<file path="config.mk">
export PLATFORM = sky130hd
export DESIGN_NAME = stream_duplicate_filter
export DESIGN_NICKNAME = d
export VERILOG_FILES = /design/src/hdl/sdf_pkg.sv /design/src/hdl/sdf_seen_ram.sv /design/src/hdl/stream_duplicate_filter.sv
export SDC_FILE = /design/constraint.sdc
export NUM_CORES = 2
export LEC_CHECK = 0
export BUFFER_PORTS_ARGS = -buffer_cell sky130_fd_sc_hd__buf_2
export CAP_MARGIN = 10
export CORE_ASPECT_RATIO = 1.75
export CORE_MARGIN = 8
export CORE_UTILIZATION = 67
export DETAILED_ROUTE_END_ITERATION = 6
export PLACE_DENSITY_LB_ADDON = 0.08
export SLEW_MARGIN = 40
export SYNTH_ARGS = -nofsm -noshare
export SYNTH_HDL_FRONTEND = slang
export SYNTH_HIERARCHICAL = 1
export SYNTH_SLANG_ARGS = --single-unit
export TNS_END_PERCENT = 10
</file>
<file path="constraint.sdc">
create_clock -name clock -period 7.19 [get_ports clock]
set_input_delay 1.0785 -clock clock [delete_from_list [all_inputs] [get_ports clock]]
set_output_delay 1.0785 -clock clock [all_outputs]
set_load 0.02 [all_outputs]
</file>
<file path="src/hdl/sdf_pkg.sv">
// Shared types and constants for the stream duplicate filter.
// No dependencies; imported by sdf_seen_ram and stream_duplicate_filter.
`default_nettype none

package sdf_pkg;

   // Width of one stream value
   localparam int unsigned DATA_W = 32;

   typedef logic signed [DATA_W-1:0] value_type;

endpackage : sdf_pkg

`default_nettype wire

</file>
<file path="src/hdl/sdf_seen_ram.sv">
// Simple dual-port synchronous RAM that holds the values seen in the current set.
// One write and one read per cycle, read data registered. Depends on sdf_pkg.
`default_nettype none

module sdf_seen_ram #(
   parameter int unsigned DEPTH  = 64,
   parameter int unsigned ADDR_W = 6
) (
   input  wire logic                clock,
   input  wire logic                wr_en,
   input  wire logic [ADDR_W-1:0]   wr_addr,
   input  wire sdf_pkg::value_type  wr_data,
   input  wire logic [ADDR_W-1:0]   rd_addr,
   output sdf_pkg::value_type       rd_data
);
   import sdf_pkg::*;

   value_type mem_ff [DEPTH];
   value_type rd_data_ff;

   // Write port and registered read port
   always_ff @(posedge clock) begin
      if (wr_en) begin
         mem_ff[wr_addr] <= wr_data;
      end
      rd_data_ff <= mem_ff[rd_addr];
   end

   assign rd_data = rd_data_ff;

endmodule : sdf_seen_ram

`default_nettype wire

</file>
<file path="src/hdl/stream_duplicate_filter.sv">
// Passes the first occurrence of each value in a set; repeats of stored values are dropped.
// Flow: after the input transfer the stored entries are read one by one and compared;
// a repeat ends the scan and is dropped, else the emit step registers the result.
// One item at a time: the next input is taken only once the last item is through,
// and the emit step stalls while a held result is not yet taken.
// Reset: synchronous, clears the entry count and control; no RAM clearing pass.
// Depends on sdf_pkg and sdf_seen_ram.
`default_nettype none

module stream_duplicate_filter #(
   parameter int unsigned MAX_DISTINCT = 64
) (
   input  wire logic                clock,
   input  wire logic                reset,
   // Input stream
   input  wire logic                req_tvalid,
   output logic                     req_tready,
   input  wire logic [31:0]         req_tdata,   // [31:0] value
   input  wire logic                req_tuser,   // [0] new_set
   // Result stream
   output logic                     rsp_tvalid,
   input  wire logic                rsp_tready,
   output logic [31:0]              rsp_tdata,   // [31:0] unique_value
   output logic                     rsp_tuser    // [0] not_remembered
);
   import sdf_pkg::*;

   localparam int unsigned IDX_W = (MAX_DISTINCT > 1) ? $clog2(MAX_DISTINCT) : 1;
   localparam int unsigned CNT_W = $clog2(MAX_DISTINCT + 1);
   localparam logic [CNT_W-1:0] CNT_MAX = CNT_W'(MAX_DISTINCT);

   localparam logic [1:0] S_IDLE = 2'd0;
   localparam logic [1:0] S_SCAN = 2'd1;
   localparam logic [1:0] S_EMIT = 2'd2;

   logic [1:0]        state_ff, state_in;
   logic [CNT_W-1:0]  count_ff, count_in;
   logic [CNT_W-1:0]  rd_idx_ff, rd_idx_in;
   value_type         value_ff, value_in;
   logic              rsp_valid_ff, rsp_valid_in;
   value_type         rsp_value_ff, rsp_value_in;
   logic              rsp_full_ff, rsp_full_in;

   logic              req_xfer;
   logic              out_free;
   logic              store_full;
   logic              ram_wr_en;
   logic [IDX_W-1:0]  ram_rd_addr;
   value_type         ram_rd_data;
   logic [CNT_W-1:0]  count_eff;

   assign req_tready = (state_ff == S_IDLE);
   assign req_xfer   = req_tvalid && req_tready;
   assign out_free   = !rsp_valid_ff || rsp_tready;
   assign store_full = (count_ff >= CNT_MAX);
   assign count_eff  = req_tuser ? '0 : count_ff;

   // Seen store
   sdf_seen_ram #(
      .DEPTH  (MAX_DISTINCT),
      .ADDR_W (IDX_W)
   ) u_seen_ram (
      .clock   (clock),
      .wr_en   (ram_wr_en),
      .wr_addr (count_ff[IDX_W-1:0]),
      .wr_data (value_ff),
      .rd_addr (ram_rd_addr),
      .rd_data (ram_rd_data)
   );

   // Scan sequencer: read, compare, then emit and, while the store has room, append
   always_comb begin
      state_in     = state_ff;
      count_in     = count_ff;
      rd_idx_in    = rd_idx_ff;
      value_in     = value_ff;
      rsp_valid_in = rsp_valid_ff && !rsp_tready;
      rsp_value_in = rsp_value_ff;
      rsp_full_in  = rsp_full_ff;
      ram_wr_en    = 1'b0;
      ram_rd_addr  = '0;

      unique case (state_ff)
         S_IDLE: begin
            if (req_xfer) begin
               value_in  = value_type'(req_tdata);
               count_in  = count_eff;
               rd_idx_in = CNT_W'(1);
               // entry 0 is read now; an empty store skips the scan
               state_in  = (count_eff == '0) ? S_EMIT : S_SCAN;
            end
         end
         S_SCAN: begin
            if (ram_rd_data == value_ff) begin
               state_in = S_IDLE;
            end else if (rd_idx_ff < count_ff) begin
               ram_rd_addr = rd_idx_ff[IDX_W-1:0];
               rd_idx_in   = rd_idx_ff + CNT_W'(1);
            end else begin
               state_in = S_EMIT;
            end
         end
         S_EMIT: begin
            if (out_free) begin
               rsp_valid_in = 1'b1;
               rsp_value_in = value_ff;
               rsp_full_in  = store_full;
               if (!store_full) begin
                  ram_wr_en = 1'b1;
                  count_in  = count_ff + CNT_W'(1);
               end
               state_in = S_IDLE;
            end
         end
         default: begin
            state_in = S_IDLE;
         end
      endcase
   end

   // Control registers
   always_ff @(posedge clock) begin
      if (reset) begin
         state_ff     <= S_IDLE;
         count_ff     <= '0;
         rsp_valid_ff <= 1'b0;
      end else begin
         state_ff     <= state_in;
         count_ff     <= count_in;
         rsp_valid_ff <= rsp_valid_in;
      end
   end

   // Payload registers
   always_ff @(posedge clock) begin
      rd_idx_ff    <= rd_idx_in;
      value_ff     <= value_in;
      rsp_value_ff <= rsp_value_in;
      rsp_full_ff  <= rsp_full_in;
   end

   assign rsp_tvalid = rsp_valid_ff;
   assign rsp_tdata  = 32'(rsp_value_ff);
   assign rsp_tuser  = rsp_full_ff;

`ifndef SYNTHESIS
   // A new result only comes out of the emit step
   a_rsp_from_emit: assert property (@(posedge clock) disable iff (reset)
      (!rsp_valid_ff || rsp_tready) ##1 rsp_valid_ff |-> $past(state_ff == S_EMIT))
      else $error("result appeared without an emit step");

   // Entry count never passes the store depth
   a_count_bound: assert property (@(posedge clock) disable iff (reset)
      count_ff <= CNT_MAX)
      else $error("seen count exceeds store depth");

   // Scan never reads past the stored entries
   a_scan_bound: assert property (@(posedge clock) disable iff (reset)
      (state_ff == S_SCAN) |-> (rd_idx_ff <= count_ff) && (count_ff != '0))
      else $error("scan index beyond stored entries");
`endif

endmodule : stream_duplicate_filter

`default_nettype wire
</file>
# ---- Word level (Yosys, flattened, before mapping)
# Memory sizes are Yosys's and may differ from the RTL's. A register that Yosys moved wholly into a read port is not among the register bits.
# Index checks and enable logic that the tools add are counted.
dict set report classes {
  addsub 2
  magnitude_cmp 2
  eq_ne 9
  muxes 25
  n_reduce_logical 14
}
# op n
set ops {}
lappend ops {{$mux 7} 7}
lappend ops {{$eq 32x32->1} 1}
lappend ops {{$pmux 7 s2} 2}
lappend ops {{$mux 6} 3}
lappend ops {{$add 7x1->7 const B} 2}
lappend ops {{$mux 2} 5}
lappend ops {{$ne 2x2->1 const B} 4}
lappend ops {{$reduce_and 4->1} 2}
lappend ops {{$ge 7x7->1 const B} 1}
lappend ops {{$logic_not 7->1} 1}
lappend ops {{$lt 7x7->1} 1}
lappend ops {{$mux 1} 7}
lappend ops {{$pmux 2 s3} 1}
lappend ops {{$reduce_and 2->1} 2}
lappend ops {{$reduce_bool 2->1} 2}
lappend ops {{$ne 3x3->1 const B} 1}
lappend ops {{$reduce_and 3->1} 1}
lappend ops {{$eq 2x1->1 const B} 1}
lappend ops {{$eq 2x2->1 const B} 1}
lappend ops {{$logic_and 1x1->1} 2}
lappend ops {{$logic_not 1->1} 2}
lappend ops {{$logic_not 2->1} 1}
lappend ops {{$ne 2x1->1 const B} 1}
lappend ops {{$logic_or 1x1->1} 1}
dict set report totals {
  reg_bits 82
  ram_bits 2048
  input_bits 37
  out_inout_bits 35
  wordCells 60
  memories 1
}
# name words word_bits rd rd_ports_with_merged_regs write_ports line
set memory_table {}
lappend memory_table {u_seen_ram.mem_ff 64 32 1 1 1 sdf_seen_ram.sv:18} ;# value_type mem_ff [DEPTH];

# ---- Depth between registers and ports, before layout
dict set report depth {
  ltp_word 6
  depth_mapped 17
  ltp_nobuf 12
}

# ---- Hierarchy
# The synthesis kept the hierarchy.
# mod instances cells_per_inst area_per_inst_um2 seq_area_each_um2
set modules_own_cells {}
lappend modules_own_cells {sdf_seen_ram 1 3324 78515.3 62139.6}
lappend modules_own_cells {stream_duplicate_filter 1 238 3489.6 2362.3}

# ---- Worst setup path before layout
# Ideal clock, no wire load.
dict set report synth_timing {
  path_type {input-to-reg}
  startpoint {in rsp_tready}
  endpoint {mem u_seen_ram/mem_ff[48][0] in the netlist's numbering, enable pin}
  setup_ps 461
  arrival_ps 4210
  required_time_ps 6729
  setup_slack_ps 2519
  stages 5
  path_buffers 0
  path_cell_list {nor2b_1 nor3_1 nor2b_1 nand4b_1 nor3_1}
}
dict set report synth_via {
  elab_chain_cells 5
}
# element line
set synth_rtl {}
lappend synth_rtl {{start, declared} stream_duplicate_filter.sv:22} ;# input wire logic rsp_tready,
lappend synth_rtl {{$logic_or 1x1->1} stream_duplicate_filter.sv:54} ;# assign out_free = !rsp_valid_ff || rsp_tready;
lappend synth_rtl {{$mux 1} stream_duplicate_filter.sv:104} ;# if (out_free) begin
lappend synth_rtl {{$mux 1} stream_duplicate_filter.sv:83} ;# unique case (state_ff)
lappend synth_rtl {{net ram_wr_en} stream_duplicate_filter.sv:47} ;# logic ram_wr_en;
lappend synth_rtl {{$mux 1} sdf_seen_ram.sv:23} ;# if (wr_en) begin
lappend synth_rtl {{$mux 1 (not written as such)} sdf_seen_ram.sv:24} ;# mem_ff[wr_addr] <= wr_data;
lappend synth_rtl {{end, declared} sdf_seen_ram.sv:18}
# The timed path passes the listed nets, and every way through them passes these cells.

# ---- Worst setup path after layout
dict set report layout_timing {
  startpoint {reg count_ff[4]}
  endpoint {reg u_seen_ram.rd_data_ff[24], in the netlist u_seen_ram/rd_data[24] (read register of u_seen_ram.mem_ff)}
}
dict set report layout_via {
  elab_chain_cells 4
}
# element line
set layout_rtl {}
lappend layout_rtl {{start, declared} stream_duplicate_filter.sv:37} ;# logic [CNT_W-1:0] count_ff, count_in;
lappend layout_rtl {{start signal, assigned} stream_duplicate_filter.sv:129} ;# count_ff <= count_in;
lappend layout_rtl {{$lt 7x7->1} stream_duplicate_filter.sv:96} ;# end else if (rd_idx_ff < count_ff) begin
lappend layout_rtl {{$mux 6} stream_duplicate_filter.sv:96}
lappend layout_rtl {{$mux 6} stream_duplicate_filter.sv:94} ;# if (ram_rd_data == value_ff) begin
lappend layout_rtl {{$mux 6} stream_duplicate_filter.sv:83}
lappend layout_rtl {{net ram_rd_addr[0]} stream_duplicate_filter.sv:48} ;# logic [IDX_W-1:0] ram_rd_addr;
lappend layout_rtl {{end, declared} sdf_seen_ram.sv:19} ;# value_type rd_data_ff;
# The timed path passes the listed nets, and every way through them passes these cells.
# A chain may end at the register's enable or synchronous reset.

==> run summary <==
The initial utilization of the core area, before any placement, comes to 67.2%. The tools report the number of pins with negative max-slew slack in the final report as 0. The biggest area contributor in the post-synthesis netlist is edfxtp_1. The first global-routing pass estimated 301000 µm of wire. The worst setup path is launched from a flop.

The total area inside the core boundary comes to 122000 µm². In this run the worst path has a maximum fanout of 72. The number of failing hold endpoints at the final stage is 0, and the placed wire-length estimate is 123000 µm. Of the total power, combinational logic draws 4.3%. STA puts the critical path data required time at 7.83 ns.

STA puts the critical path data arrival time at 6.08 ns. Summing the sequential cell areas from Yosys gives 78.7% of the chip area. The maximum buffer depth of the clock tree was 3; the number of distinct standard cells referenced by the synthesized netlist was 55. In this run the post-CTS setup repair buffer count came out at 0. The type of the most critical hold path was input pin to flop. The tools report the net load switching power as 5.22 mW.

The number of synthesized flops with an enable pin is 2120, and the final-report setup violation count is 0. TritonCTS built the clock tree. The worst setup path is of the flop to flop kind. Height of the die: 479 µm.

The number of placed I/O pins was 72; the CTS H-tree depth was 4. The run finished with clean final reports. The net count of the mapped netlist is 3608, and the time the final worst path needs with I/O delays and setup is 5.44 ns.

Entering global routing, the biggest net connects 91 pins. At the later pin of the worst-skew pair, clock insertion delay measures 0.81 ns. In the routed layout, each cell is associated on average with a via count of 7.11. The run gives 38.6% as the part of the total power dissipated in the clock network.

The tools report the post-synthesis instance area as 82000 µm². In the synthesized netlist the dominant register cell turns out to be edfxtp_1. Yosys printed 6 warnings. The run gives 39497 as the via count. The number of antenna violations at the first check in global routing was 8; the number of placement rows was 170. X dimension of the die: 280 µm. For the total die area, the log shows 134000 µm².

Of the cells placed in the final design, the portion with a size suffix greater than 1 is 28.7%. The top cell type by area accounts for 77.6% of the synthesized area. The internal power came out at 19.8 mW. Ranked by total cell area, the synthesized netlist is headed by edfxtp_1 78%, mux4_2 15%, mux2i_1 1.1%. The final sum of negative setup slack is 0 ns, and the number of I/O port buffers is 71. Each instance of the synthesized netlist takes up on average 23.0 µm². The run gives 0.0334 ns as the worst clock skew. After clock tree synthesis, the clock-pin slew on the worst setup and hold paths is 0.06 ns. The share of total power dissipated in sequential elements is 57.1%. The aggregate global-route resource usage is 32.5%. Fraction of synthesis flops using an asynchronous set or reset pin: 0%. The peak supply drop is 0.000246 V, and the switching power share of the total is 20.9%. The run gives 0 as the max-cap violation count.

The routed design has 215000 µm of wire. The worst setup timing slack at the placement stage was 1.83 ns. The tree built by TritonCTS fans out to 2162 sinks. Setup repair after global routing left no endpoint under its margin. The share of the clock period used by the worst path after layout came out at 75.7%.

Derived from the worst setup path, the maximum achievable clock frequency is 0.184 GHz. The transition time of the tightest slew-check pin was 0.903 ns; the post-route antenna net violation count was 0. The pre-antenna-repair detailed-routing pass consisted of 5 iterations. Setup slack on the critical path of the routed design comes to 1.75 ns. For the number of global-route vias before repair, the log shows 40510. The kind of capture point of the worst setup path is a flop. The completed layout was analyzed and its total power is 25.0 mW. The max-slew headroom at the worst pin came out at 39.7%. At the end of routability-driven placement, the weighted congestion stood at 0.899. Clock tree synthesis selected as its root buffer the cell clkbuf_16.

For this design the static power due to leakage is 27.3 nW. The count of filler cells inserted in the layout was 6569. Buffers inserted during clock tree synthesis total 178. For this run the aggregate overflow at the end of global routing stands at 0.

Synthesis produced 3562 cells. After clock tree synthesis, the flow added hold-fix buffers numbering 0. Counting flops and latches in the post-synthesis netlist gives 2162.

At the end of the flow, the number of nets in the layout was 3829. After clock tree synthesis, the repair step resized 0 gates. The power density over the cells works out to 273 nW/µm². The area added between synthesis and finish works out to 11.4%.

The most frequent standard cell in the layout excluding fill and tap cells was edfxtp_1. For this block, the initial DRC count from the detailed router was 5056. Dividing the detail-routed wire length by the instance count gives 38.6 µm. In the layout the commonest cells are 2120 x edfxtp_1, 544 x mux4_2, 184 x clkbuf_16. After detailed routing, the number of remaining DRC violations is 0.
-- logic make-up (layout without fill, tap and decap cells) --
group	after synthesis	after routing	share of synthesized area (%)
buffers and inverters	196	557	1.16
AO/OA/AOI/OAI	230	230	1.84
XOR/XNOR	37	37	0.395
AND/OR/NAND/NOR	290	290	1.72
other	0	2	0
flip-flops	2162	2162	78.7
multiplexers	638	638	16.1
adder cells (fa/ha/maj)	9	9	0.137
-- worst max-delay path, stage by stage (launching register included) --
cell      delay (ns)
dfxtp_1         0.60
inv_1           0.20
ha_1            0.35
a21o_1          0.17
a221oi_2        0.25
o211ai_1        0.16
a21oi_1         0.36
and2_4          0.65
buf_12          0.55
mux4_2          0.61
mux4_2          0.56
o22ai_1         0.59
nor2_1          0.13
-- worst paths after layout --
| kind | end | slack, ns | startpoint | cells after the start |
|---|---|---|---|---|
| worst min register to register | rsp_tuser$_DFFE_PP_ | 0.59 | count_ff[6]$_SDFFE_PP0P_ | 0 |
| worst min-delay path | value_ff[10]$_DFFE_PP_ | 0.44 | req_tdata[10] | 1 |
| worst max-delay path | u_seen_ram/rd_data[24]$_DFF_P_ | 1.75 | count_ff[4]$_SDFFE_PP0P_ | 12 |
| worst max register to register | u_seen_ram/rd_data[24]$_DFF_P_ | 1.75 | count_ff[4]$_SDFFE_PP0P_ | 12 |
-- synth_stat cells, types with 10 or more instances --
cell type	number
a21oi_1	71
a22oi_1	12
and2_1	10
buf_1	22
buf_2	57
buf_4	27
clkbuf_1	75
dfxtp_1	42
edfxtp_1	2120
mux2i_1	94
mux4_2	544
nand2_1	34
nand2b_1	11
nand3_1	10
nand4_1	10
nor2_1	153
nor2b_1	18
o221ai_1	27
o22ai_1	84
xnor2_1	35
-- layout make-up --
type	count	area (µm²)	area share (%)
Antenna cell	2	5.00	0.00548
Timing Repair Buffer	228	1890	2.07
Inverter	9	36.3	0.0397
Clock inverter	85	833	0.912
Multi-Input combinational cell	1204	17100	18.7
Tap cell	1634	2040	2.24
Clock buffer	235	4910	5.37
Sequential cell	2162	64500	70.6
-- sequential cells by signal, summed over array words and instances (netlist names) --
name                cells
count_ff                7
rd_idx_ff               7
rsp_tvalid              1
value_ff               32
state_ff                2
rsp_tdata              32
u_seen_ram/rd_data     32
u_seen_ram/mem_ff    2048
rsp_tuser               1
-- metrics by stage --
| step | hold WS [ns] | util [%] | cell area (µm²) | instances |
|---|---|---|---|---|
| 2_1_floorplan | 0.495 | - | 82000 | 3562 |
| 3_3_place_gp | 0.559 | 69.8 | 85200 | 5221 |
| 3_5_place_dp | 0.564 | 70.1 | 85500 | 5235 |
| 4_1_cts | 0.391 | 74.8 | 91300 | 5555 |
| 5_1_grt | 0.411 | 74.8 | 91300 | 5558 |
| 6_report | 0.443 | 74.8 | 91300 | 5559 |
-- power groups by stage --
stage / clock network [mW] / logic (mW) / registers, mW
2_1_floorplan: 0 / 0.428 / 14.6
3_3_place_gp: 0 / 1.03 / 14.5
3_5_place_dp: 0 / 1.07 / 14.5
4_1_cts: 9.74 / 1.08 / 14.2
5_1_grt: 10.2 / 1.13 / 14.2
6_report: 9.65 / 1.07 / 14.3
-- layer usage --
layer / part of all wire [%] / wire (µm) / GRT usage (%) / up-vias
li1: - / - / - / 15546
met1: 33 / 70400 / 39.7 / 21043
met2: 50 / 108000 / 53.2 / 2375
met3: 8.3 / 17800 / 5.43 / 533
met4: 8.4 / 18100 / 22.8 / 0
met5: 0 / 0 / 0 / -
(Power assumes the default switching activity.)
